--- config.mk ---
export PLATFORM = sky130hd
export DESIGN_NAME = rccp_isqrt
export DESIGN_NICKNAME = d
export VERILOG_FILES = /design/src/design/rccp_pkg.sv /design/src/design/rccp_isqrt.sv
export SDC_FILE = /design/constraint.sdc
export NUM_CORES = 2
export LEC_CHECK = 0
export BUFFER_PORTS_ARGS = -buffer_cell sky130_fd_sc_hd__buf_4
export CORE_MARGIN = 2
export CORE_UTILIZATION = 29
export CTS_CLUSTER_SIZE = 12
export DETAILED_ROUTE_END_ITERATION = 16
export GPL_TIMING_DRIVEN = 0
export PLACE_DENSITY_LB_ADDON = 0.08
export SLEW_MARGIN = 20
export SYNTH_ARGS = -nofsm -noshare
export SYNTH_HDL_FRONTEND = slang
export SYNTH_SLANG_ARGS = --single-unit
export TNS_END_PERCENT = 10
--- constraint.sdc ---
create_clock -name clock -period 11 [get_ports clock]
set_input_delay 1.1 -clock clock [delete_from_list [all_inputs] [get_ports clock]]
set_output_delay 1.1 -clock clock [all_outputs]
set_load 0.05 [all_outputs]
--- src/design/rccp_pkg.sv ---
// ----------------------------------------------------------------------------
// rccp_pkg: shared types, constants and helpers of the cylinder pick core
// Number formats, pipeline depths, candidate indexes and the saturation helper.
// ----------------------------------------------------------------------------
`timescale 1ns / 1ps

package rccp_pkg;

   // Fractional bits of the Q.16 fixed point format.
   localparam int FRAC_BITS = 16;

   // Depth of the coefficient and discriminant front end.
   localparam int FRONT_LAT = 4;

   // The square root produces one root bit per stage.
   localparam int SQRT_BITS = 32;
   localparam int RAD_W     = 2 * SQRT_BITS;

   // Quotient bits that are worked out; larger quotients saturate.
   localparam int QUO_BITS = 31;
   localparam int DIV_LAT  = QUO_BITS + 2;

   // Width of a division numerator before it is scaled by 2^FRAC_BITS.
   localparam int NQ_W = 34;

   // Stage that holds the division operands, and the depth up to the dividers' output.
   localparam int NUM_STAGE = FRONT_LAT + SQRT_BITS + 1;
   localparam int RAY_LAT   = NUM_STAGE + DIV_LAT;

   // Wide signed width used before saturation.
   localparam int WIDE_W = 66;

   localparam logic signed [31:0] Q_ONE = 32'sd65536;
   localparam logic signed [31:0] Q_MAX = 32'sh7FFF_FFFF;
   localparam logic signed [31:0] Q_MIN = -32'sh7FFF_FFFF - 32'sd1;
   localparam logic signed [63:0] Z_LIM = 64'sd4294967296;

   // Candidate order, which is also the order of the nearest-hit updates.
   localparam int NCAND          = 4;
   localparam int SIDE_CAND      = 2;
   localparam int CAND_SIDE_PLUS = 0;
   localparam int CAND_SIDE_MINUS = 1;
   localparam int CAND_TOP       = 2;
   localparam int CAND_BOTTOM    = 3;

   typedef struct packed {
      logic signed [31:0] sx;
      logic signed [31:0] sy;
      logic signed [31:0] sz;
      logic signed [31:0] dx;
      logic signed [31:0] dy;
      logic signed [31:0] dz;
      logic signed [31:0] best;
      logic               side_ok;
   } ray_type;

   typedef struct packed {
      logic               side_ok;
      logic signed [31:0] b;
      logic signed [31:0] a;
   } quad_type;

   typedef struct packed {
      logic               hit;
      logic signed [31:0] best;
      logic signed [31:0] px;
      logic signed [31:0] py;
      logic signed [31:0] pz;
   } result_type;

   function automatic logic signed [31:0] sat32(input logic signed [WIDE_W-1:0] v);
      logic signed [31:0] r;
      if (v > WIDE_W'(Q_MAX)) begin
         r = Q_MAX;
      end else if (v < WIDE_W'(Q_MIN)) begin
         r = Q_MIN;
      end else begin
         r = v[31:0];
      end
      return r;
   endfunction

endpackage

--- src/design/rccp_isqrt.sv ---
// ----------------------------------------------------------------------------
// rccp_isqrt: pipelined integer square root
// Floor of the square root, one root bit per stage from the top bit down.
// ----------------------------------------------------------------------------
`timescale 1ns / 1ps

module rccp_isqrt import rccp_pkg::*; (
   input  logic                 clock,
   input  logic                 en,
   input  logic [RAD_W-1:0]     value,
   output logic [SQRT_BITS-1:0] root
);

   logic [RAD_W-1:0]     rem_ff  [SQRT_BITS];
   logic [SQRT_BITS-1:0] root_ff [SQRT_BITS];

   for (genvar g = 0; g < SQRT_BITS; g++) begin : g_bit
      localparam int B = SQRT_BITS - 1 - g;
      logic [RAD_W-1:0]     rem_prev;
      logic [SQRT_BITS-1:0] root_prev;
      logic [RAD_W+1:0]     trial;

      if (g == 0) begin : g_first
         assign rem_prev  = value;
         assign root_prev = '0;
      end else begin : g_rest
         assign rem_prev  = rem_ff[g-1];
         assign root_prev = root_ff[g-1];
      end

      // Growth of the square when this bit is set: 2*root*2^B + 2^(2B).
      assign trial = ((RAD_W+2)'(root_prev) << (B + 1)) + ((RAD_W+2)'(1) << (2 * B));

      always_ff @(posedge clock) begin
         if (en) begin
            if ((RAD_W+2)'(rem_prev) >= trial) begin
               rem_ff[g]  <= rem_prev - trial[RAD_W-1:0];
               root_ff[g] <= root_prev | (SQRT_BITS'(1) << B);
            end else begin
               rem_ff[g]  <= rem_prev;
               root_ff[g] <= root_prev;
            end
         end
      end
   end

   assign root = root_ff[SQRT_BITS-1];

endmodule

==> results_dict.tcl <==
set metrics [dict create \
    crit_fanout 10 \
    cp_top_family "buffers and inverters" \
    clkPwrFrac 0.336 \
    grt_pass1_wl_mm 536 \
    setup_tns_ps 0 \
    antenna_found_initial 22 \
    timing.slew.headroom 0.113 \
    syn_nets 10400 \
    r2r_cells 12 \
    die_area_um2 423000 \
    leakage_uw 0.0512 \
    synthTopCellsByArea "edfxtp_1 (62%), ha_1 (5.8%), xor2_1 (3.4%)" \
    cts_resized 0 \
    grt_max_degree 60 \
    clk_latency_ps 930 \
    syn_inst 9770 \
    place_area_um2 130000 \
    fin_crit_sh 0.530 \
    switching_share 0.310 \
    via_count 78900 \
    synth_flop_cell "edfxtp_1" \
    critical_path_class "reg2reg" \
    cts_buffers 306 \
    cp-start-kind "flip-flop" \
    yosys_warnings 0 \
    seq_area_frac_synth 0.622 \
    pre_cts_ws_ps 4620 \
    rsz0062_at_grt "no" \
    min_from "value[21]" \
    worstReg2RegEnd "rem_ff[1][928]$_DFFE_PP_" \
    hold_path_depth 1 \
    postCtsSetupBuffers 0 \
    die_w_um 651 \
    place.gp.congestion 0.904 \
    clk_path_buf_depth 4 \
    final_area_um2 140000 \
    postLayoutCoreUtil 0.336 \
    drc 0 \
    min_to "rem_ff[0][21]$_DFFE_PP_" \
    vdd_drop_max_mv 0.106 \
    wire_per_inst_um 22.9 \
    comb_power_share 0.211 \
    power_frac_seq 0.452 \
    critPathMaxStageDelay_ps 820 \
    cellInternalPower_uw 20200 \
    worst_pin_slew_ps 1330 \
    holdBufCountCts 0 \
    cts.clk_slew.worst_paths_ps 60 \
    ant_nets 0 \
    layout_setup_ws_ps 5170 \
    cp_common_cell "clkbuf_1" \
    grt_use_total 0.169 \
    reg2reg_slack_ps 5170 \
    skew_ps 89.7 \
    drive_above_1_share 0.0723 \
    fin_crit_ps 5830 \
    crit_buf_inv 3 \
    cap_violations 0 \
    cts-root-buf "clkbuf_16" \
    vias_per_cell 4.94 \
    start_util 0.291 \
    crit_chain "ha_1, nand2_1, a211oi_1, nor2_1, o311a_1, a21oi_1, a211oi_1, o2111a_1, clkbuf_1, clkbuf_1, clkbuf_1, o21ai_0" \
    dr.pass1.iters 8 \
    fillerInstances 41300 \
    netlist_area_um2 121000 \
    slew_viol_final 0 \
    pin_count 98 \
    path_depth 12 \
    cp-end-kind "flip-flop" \
    hold_viol 0 \
    place_hpwl_mm 288 \
    final_cell_mix "edfxtp_1 (2512), nand2_1 (712), inv_1 (699)" \
    drt_iter0_markers 6483 \
    io_buffers 96 \
    r2r_start "rem_ff[1][839]$_DFFE_PP_" \
    arrival_ps 6370 \
    synth_top_area_frac 0.622 \
    status "finished, final reports clean" \
    synth_largest_area_cell "edfxtp_1" \
    async_flop_share 0 \
    power_density_nw_per_um2 209 \
    setup_violations 0 \
    ys_seq_elements 2512 \
    std_cell_rows 237 \
    synth_edf_count 2512 \
    die_y_um 651 \
    cts_sinks 2512 \
    synth.distinct_cells 90 \
    p_switching_uw 9040 \
    hold_class "in2reg" \
    fmax_ghz 0.171 \
    fin_nets 10800 \
    htreeDepth 5 \
    cts_tree "built" \
    core_area_um2 416000 \
    holdWs_ps 344 \
    synth.avg_cell_area_um2 12.4 \
    mostFrequentLayoutCell "edfxtp_1" \
    grt-ovfl-total 0 \
    cp_slowest_cell "clkbuf_1" \
    totalWireLength_mm 366 \
    worstPathRequired_ps 11540 \
    area_growth_pct 15.3 \
    grt_pass1_vias 78000 \
]
==> layout make-up <==
cell class                 count  area [um^2]  area share
antenna                       13         32.5    0.000233
buffer                       229         1010     0.00723
clock buffer                 369         8060      0.0577
clock inverter               183         1580      0.0113
inverter                     702         2640      0.0188
multi-input combinational   6327        42400       0.303
sequential                  2512        75400       0.540
tap                         5497         6880      0.0492
timing repair buffer         142         1740      0.0124
==> routing by layer <==
metal	track usage	wire (um)	vias up
li1	-	-	37600
met3	0.0267	18300	407
met5	0	0	-
met1	0.235	169000	39000
met2	0.274	169000	1909
met4	0.0437	9350	0
==> state kept, by name, summed over array words and instances, names as in the netlist <==
signal,cells
rem_ff,1984
root_ff,528
==> Yosys cell counts, drive strengths merged (12+ instances only) <==
cell type / count
ha: 558
clkbuf: 204
nor2: 581
a21boi: 35
and2: 28
o21ai: 529
a31oi: 47
and3: 61
a2111oi: 19
nand3b: 21
a211o: 19
nand4: 146
nor3: 277
nand3: 163
nand2b: 113
a21oi: 537
nor4b: 61
nor2b: 79
nand4b: 37
or4: 100
o21a: 135
buf: 25
o211ai: 33
a211oi: 32
o41ai: 17
o2111ai: 19
or2: 35
nor4: 373
o31ai: 53
xnor2: 404
xor2: 474
o31a: 14
edfxtp: 2512
mux2: 41
or3: 122
nor3b: 13
inv: 701
a21o: 224
nand2: 713
and4: 12
o21bai: 48
==> logic make-up (layout without fill, tap and decap cells) <==
| group | Yosys count | count (layout) | share of synthesized area |
|---|---|---|---|
| xor gates and xnor gates | 878 | 878 | 0.0634 |
| muxes | 52 | 52 | 0.00472 |
| buffers and inverters | 931 | 1625 | 0.0290 |
| adders and majority gates | 558 | 558 | 0.0576 |
| other | 0 | 13 | 0 |
| AOI/OAI and AO/OA | 1870 | 1870 | 0.0962 |
| and+or+nand+nor | 2969 | 2969 | 0.127 |
| DFF | 2512 | 2512 | 0.622 |
==> worst max-delay path by stage <==
| stage | startpoint | to |
|---|---|---|
| 3_3_place_gp | en | rem_ff[1][290]$_DFFE_PP_ |
| 3_5_place_dp | en | rem_ff[1][290]$_DFFE_PP_ |
| 6_report | rem_ff[1][839]$_DFFE_PP_ | rem_ff[1][928]$_DFFE_PP_ |
| 2_1_floorplan | en | rem_ff[1][768]$_DFFE_PP_ |
| 4_1_cts | root_ff[1][421]$_DFFE_PP_ | rem_ff[1][928]$_DFFE_PP_ |
| 5_1_grt | root_ff[1][421]$_DFFE_PP_ | rem_ff[1][928]$_DFFE_PP_ |
==> stage by stage <==
step,instances,power [uW]
after global placement,15400,19500
after detailed placement,15400,19500
after global routing,16000,30700
after CTS,16000,29500
final,16000,29200
after floorplan,9770,17100
==> power by group through the flow <==
stage	sequential (uW)	combinational (uW)	clock, uW
after floorplan	12900	4270	0
after global placement	13500	6060	0
after detailed placement	13400	6090	0
after CTS	13200	6150	10200
after global routing	13300	6840	10500
final	13200	6170	9820
(Power assumes the default switching activity.)
