--- config.mk ---
export PLATFORM = sky130hd
export DESIGN_NAME = rccp_div
export DESIGN_NICKNAME = d
export VERILOG_FILES = /design/src/design/rccp_pkg.sv /design/src/design/rccp_div.sv
export SDC_FILE = /design/constraint.sdc
export NUM_CORES = 2
export LEC_CHECK = 0
export ABC_CLOCK_PERIOD_IN_PS = 4000
export BUFFER_PORTS_ARGS = -buffer_cell sky130_fd_sc_hd__buf_2
export CAP_MARGIN = 0
export CELL_PAD_IN_SITES_DETAIL_PLACEMENT = 1
export CELL_PAD_IN_SITES_GLOBAL_PLACEMENT = 2
export CORE_MARGIN = 3
export CORE_UTILIZATION = 40
export DETAILED_ROUTE_END_ITERATION = 8
export MAX_ROUTING_LAYER = met4
export PLACE_DENSITY = 0.74
export SYNTH_ARGS = -nofsm -noshare
export SYNTH_HDL_FRONTEND = slang
export SYNTH_SLANG_ARGS = --single-unit
--- constraint.sdc ---
create_clock -name clock -period 4 [get_ports clock]
set_clock_uncertainty 0.1 [all_clocks]
set_input_delay 0 -clock clock [delete_from_list [all_inputs] [get_ports clock]]
set_output_delay 0 -clock clock [all_outputs]
set_load 0.1 [all_outputs]
--- src/design/rccp_pkg.sv ---
// ----------------------------------------------------------------------------
// rccp_pkg: shared types, constants and helpers of the cylinder pick core
// Number formats, pipeline depths, candidate indexes and the saturation helper.
// ----------------------------------------------------------------------------
`timescale 1ns / 1ps

package rccp_pkg;

   // Fractional bits of the Q.16 fixed point format.
   localparam int FRAC_BITS = 16;

   // Depth of the coefficient and discriminant front end.
   localparam int FRONT_LAT = 4;

   // The square root produces one root bit per stage.
   localparam int SQRT_BITS = 32;
   localparam int RAD_W     = 2 * SQRT_BITS;

   // Quotient bits that are worked out; larger quotients saturate.
   localparam int QUO_BITS = 31;
   localparam int DIV_LAT  = QUO_BITS + 2;

   // Width of a division numerator before it is scaled by 2^FRAC_BITS.
   localparam int NQ_W = 34;

   // Stage that holds the division operands, and the depth up to the dividers' output.
   localparam int NUM_STAGE = FRONT_LAT + SQRT_BITS + 1;
   localparam int RAY_LAT   = NUM_STAGE + DIV_LAT;

   // Wide signed width used before saturation.
   localparam int WIDE_W = 66;

   localparam logic signed [31:0] Q_ONE = 32'sd65536;
   localparam logic signed [31:0] Q_MAX = 32'sh7FFF_FFFF;
   localparam logic signed [31:0] Q_MIN = -32'sh7FFF_FFFF - 32'sd1;
   localparam logic signed [63:0] Z_LIM = 64'sd4294967296;

   // Candidate order, which is also the order of the nearest-hit updates.
   localparam int NCAND          = 4;
   localparam int SIDE_CAND      = 2;
   localparam int CAND_SIDE_PLUS = 0;
   localparam int CAND_SIDE_MINUS = 1;
   localparam int CAND_TOP       = 2;
   localparam int CAND_BOTTOM    = 3;

   typedef struct packed {
      logic signed [31:0] sx;
      logic signed [31:0] sy;
      logic signed [31:0] sz;
      logic signed [31:0] dx;
      logic signed [31:0] dy;
      logic signed [31:0] dz;
      logic signed [31:0] best;
      logic               side_ok;
   } ray_type;

   typedef struct packed {
      logic               side_ok;
      logic signed [31:0] b;
      logic signed [31:0] a;
   } quad_type;

   typedef struct packed {
      logic               hit;
      logic signed [31:0] best;
      logic signed [31:0] px;
      logic signed [31:0] py;
      logic signed [31:0] pz;
   } result_type;

   function automatic logic signed [31:0] sat32(input logic signed [WIDE_W-1:0] v);
      logic signed [31:0] r;
      if (v > WIDE_W'(Q_MAX)) begin
         r = Q_MAX;
      end else if (v < WIDE_W'(Q_MIN)) begin
         r = Q_MIN;
      end else begin
         r = v[31:0];
      end
      return r;
   endfunction

endpackage

--- src/design/rccp_div.sv ---
// ----------------------------------------------------------------------------
// rccp_div: pipelined saturating fixed point divider
// Returns sat32(trunc(nq * 2^16 / den)) with one quotient bit per stage.
// ----------------------------------------------------------------------------
`timescale 1ns / 1ps

module rccp_div import rccp_pkg::*; (
   input  logic                   clock,
   input  logic                   en,
   input  logic signed [NQ_W-1:0] nq,
   input  logic signed [31:0]     den,
   output logic signed [31:0]     quo
);

   localparam int HEAD_LO = QUO_BITS - FRAC_BITS;

   logic [NQ_W-1:0]     nmag;
   logic [31:0]         dmag;
   logic [31:0]         rem_ff [QUO_BITS];
   logic [31:0]         den_ff [QUO_BITS];
   logic [QUO_BITS-1:0] low_ff [QUO_BITS+1];
   logic                neg_ff [QUO_BITS+1];
   logic                ovf_ff [QUO_BITS+1];
   logic signed [31:0]  quo_in, quo_ff;
   logic signed [31:0]  qval;

   assign nmag = nq[NQ_W-1] ? $unsigned(-nq) : $unsigned(nq);
   assign dmag = den[31] ? $unsigned(-den) : $unsigned(den);

   // Quotients of 2^31 and above saturate, so only the low bits are iterated.
   always_ff @(posedge clock) begin
      if (en) begin
         neg_ff[0] <= nq[NQ_W-1] ^ den[31];
         ovf_ff[0] <= 32'(nmag[NQ_W-1:HEAD_LO]) >= dmag;
         rem_ff[0] <= 32'(nmag[NQ_W-1:HEAD_LO]);
         den_ff[0] <= dmag;
         low_ff[0] <= {nmag[HEAD_LO-1:0], FRAC_BITS'(0)};
      end
   end

   for (genvar g = 1; g <= QUO_BITS; g++) begin : g_step
      logic [32:0] part;
      logic        ge;

      assign part = {rem_ff[g-1], low_ff[g-1][QUO_BITS-1]};
      assign ge   = part >= {1'b0, den_ff[g-1]};

      always_ff @(posedge clock) begin
         if (en) begin
            low_ff[g] <= {low_ff[g-1][QUO_BITS-2:0], ge};
            neg_ff[g] <= neg_ff[g-1];
            ovf_ff[g] <= ovf_ff[g-1];
         end
      end

      if (g < QUO_BITS) begin : g_carry
         always_ff @(posedge clock) begin
            if (en) begin
               rem_ff[g] <= ge ? 32'(part - {1'b0, den_ff[g-1]}) : part[31:0];
               den_ff[g] <= den_ff[g-1];
            end
         end
      end
   end

   always_comb begin
      qval = $signed({1'b0, low_ff[QUO_BITS]});
      if (ovf_ff[QUO_BITS]) begin
         quo_in = neg_ff[QUO_BITS] ? Q_MIN : Q_MAX;
      end else begin
         quo_in = neg_ff[QUO_BITS] ? -qval : qval;
      end
   end

   always_ff @(posedge clock) begin
      if (en) begin
         quo_ff <= quo_in;
      end
   end

   assign quo = quo_ff;

endmodule

==> impl_results.md <==
- Post-Syn Area: 146000 um2
- Layout cell share with drive strength beyond 1: 12.5%
- Drt total wl: 398 mm
- Worst path max stage delay: 0.47 ns
- Post-Syn Nets: 13.6k
- Drt first pass iters: 7
- Final design utilization: 46.8%
- Final Max Tran Viols: 0
- Max-cap viol count: 0
- Avg Cell Area, Syn: 11.7 um2
- Clock Latency Late Sink: 0.94 ns
- Core box area: 361000 um2
- WL/cell: 21.7 um
- Share of async-settable or async-resettable flops after synthesis: 0%
- First-pass GRT wire length: 613 mm
- Largest net degree at the start of global routing: 128
- Number of synthesized flops with an enable pin: 2683
- Final setup vio count: 26
- Setup TNS Final: -0.563 ns
- P per Cell Area: 804 nW/um2
- Ys flop type: edfxtp_1
- CTS tree: yes
- Final worst slack: -0.0478 ns
- Clock-pin slew on the worst setup and hold paths: 0.06 ns
- Leak pwr: 68.3 nW
- Sink Count: 2683
- Crit share post-route: 101%
- Crit path cell chain: ha_1 > nor2b_4 > o31a_1 > o21ai_2 > a21oi_2 > o41a_4 > a311oi_4 > o31ai_2 > a221o_1 > a211o_4 > clkbuf_16 > mux2_4
- Max Fclk: 247 MHz
- Final hold viol count: 0
- Status: finished with violations
- Netlist cell types: 94
- Min cycle time layout: 4.05 ns
- CTS Buf Count: 315
- Ports: 100
- GRT Total Usage: 21.4%
- Pre-CTS WS: -0.649 ns
- Worst-Margin Slew: 1.20 ns
- Worst-path cell with the longest stage delay: o41a_4
- Worst vdd ir: 0.365 mV
- Fillers: 37.9k
- Setup crit end kind: register
- Syn Inst Count: 12.5k
- Clock Tree Root: clkbuf_16
- DRC Markers: 0
- WS Path Type: reg -> reg
- Relative slew slack: 20.0%
- Max Buffers Root-to-Sink: 4
- Worst Hold Class: in -> reg
- Seq/Total Area, Yosys: 55.3%
- Syn-to-layout area delta: 16.1%
- Layout Nets: 14.4k
- Buffers on Ports: 99
- Hold Slack: 0.0837 ns
- Vias in the first global route: 102k
- Tot Pwr: 136 mW
- Initial antenna violation count: 18
- Worst-path maximum fanout: 8
- GR Overflow Total: 0
- GP Congestion: 0.911
- Row count: 220
- Detailed-route via count: 99.0k
- Yosys reg bits: 2683
- Die X: 609 um
- CTS H-Tree Depth: 5
- Final ANT Viol Nets: 0
- Die Span Y: 609 um
- Failing checks: negative setup slack
- Starting density of the core: 40.3%
- Warnings from Yosys: 0
- Crit path DAT: 4.59 ns
- Die ar.: 371000 um2
- Detailed Place HPWL: 300 mm
- RSZ-0062 raised after global routing: true
- CP Launch Type: register
- Data required time at the worst endpoint: 4.54 ns
- Initial DRC Count: 6406
- Via density: 5.40
-- cell usage after synthesis (20+ instances only) --
cell type / n / area (um2)
a2111oi_0: 24 / 210
o21a_1: 141 / 1060
buf_2: 24 / 120
or2_2: 25 / 156
a31o_2: 22 / 193
nand4_1: 156 / 976
clkbuf_1: 229 / 860
nor4_1: 51 / 319
a21oi_1: 954 / 4770
or3_1: 46 / 288
nand2_1: 882 / 3310
and3_1: 77 / 482
a211o_1: 25 / 219
a311oi_1: 23 / 201
a31oi_1: 101 / 632
o221ai_1: 20 / 175
a211oi_1: 75 / 563
a221oi_1: 27 / 236
o41ai_1: 21 / 184
mux2i_1: 42 / 420
xor2_1: 348 / 3050
fa_1: 30 / 601
mux2_2: 383 / 4310
nand3_1: 186 / 931
xnor2_1: 508 / 4450
a21boi_0: 34 / 255
a21o_1: 474 / 3560
nand2b_1: 136 / 851
and2_1: 34 / 213
o31ai_1: 83 / 623
nor3b_1: 26 / 195
o21bai_1: 116 / 871
o21ai_0: 774 / 3870
ha_1: 1001 / 12500
mux2_4: 52 / 781
nor2b_1: 151 / 945
and4_1: 26 / 228
o211ai_1: 49 / 368
inv_1: 1268 / 4760
o31a_1: 49 / 429
nor2_1: 683 / 2560
o22ai_1: 31 / 194
nor3_1: 120 / 601
edfxtp_1: 2683 / 80600
-- cells by family after synthesis --
group / synth area share (%)
compound gates: 13.9
xor+xnor: 5.15
fa+ha+maj: 9.02
buf+inv: 4.04
flops: 55.3
mux: 3.79
simple gates: 8.75
-- worst paths after layout --
| check | from | endpoint | slack (ns) | depth (start not counted) |
|---|---|---|---|---|
| setup / recovery | rem_ff[2][0]$_DFFE_PP_ | rem_ff[3][26]$_DFFE_PP_ | -0.05 | 12 |
| setup reg to reg | rem_ff[2][0]$_DFFE_PP_ | rem_ff[3][26]$_DFFE_PP_ | -0.05 | 12 |
| hold / removal | nq[6] | low_ff[0][23]$_DFFE_PP_ | 0.08 | 5 |
| hold reg to reg | low_ff[2][58]$_DFFE_PP_ | low_ff[2][90]$_DFFE_PP_ | 0.28 | 0 |
-- routing by layer --
metal | GRT usage (%) | share of wire [%] | vias to the layer above
met5 | - | 0 | -
met2 | 34.0 | 46 | 1438
met3 | 2.13 | 3.2 | 501
li1 | - | - | 47700
met1 | 29.8 | 48 | 49400
met4 | 4.57 | 2.0 | 0
-- cells in the final DEF (no fill, tap or decap), types with 49 or more instances in the layout --
cell	count
a21oi_1	939
mux2_4	52
a21o_1	474
buf_2	98
clkinv_2	55
clkbuf_1	49
o211ai_1	49
o21bai_1	111
nand2_1	881
nor2b_1	149
a31oi_1	96
clkbuf_16	326
nor3_1	119
a211oi_1	66
edfxtp_1	2683
nand2b_1	136
xnor2_1	508
mux2_2	383
inv_1	1267
nand3_1	185
xor2_1	348
nand4_1	156
ha_1	997
nor2_1	682
dlygate4sd3_1	186
buf_4	423
and3_1	77
o21a_1	140
o31ai_1	76
buf_12	80
o21ai_0	764
clkinv_1	54
-- through the flow --
stage,cell area [um2],std cells
after CTS,168000,18300
after global routing,169000,18300
after global placement,156000,17600
after detailed placement,156000,17600
final,169000,18300
after floorplan,146000,12500
-- report_power, final --
group	total (mW)	internal, mW	switching [mW]
logic	61.3	27.0	34.4
registers	45.1	40.7	4.32
clock network	29.5	17.5	12.0
total	136	85.2	50.7
-- critical path, delay by kind of cell (launching register included) --
family	cells	cell delay, ns
fa+ha+maj	1	0.35
flops	1	0.39
simple gates	1	0.14
mux	1	0.30
compound gates	8	2.29
buf+inv	1	0.21
-- sequential cells by signal, summed over array words and instances, names as in the netlist --
signal	count
den_ff	992
ovf_ff	32
rem_ff	979
low_ff	616
quo	32
neg_ff	32
-- area by class of cell --
class                   count  area, um2  share of cell area [%]
multi-input cells        8251      59800                    35.4
diodes                      3       7.51                 0.00444
repair buffers            799       7400                    4.38
well taps                4773       5970                    3.53
clock inverters           201       2350                    1.39
flip-flops and latches   2683      80600                    47.7
clock buffers             368       8170                    4.83
inverters                1268       4760                    2.82
-- what timing repair did --
item	in CTS	in global routing
endpoints found under the hold margin	712	0
cloned	3	8
resized for setup	15	87
hold buffers	186	0
setup buffers	10	16
pin swaps	8	17
endpoints found under the setup margin	87	530
Power figures use the tool's default switching activity.
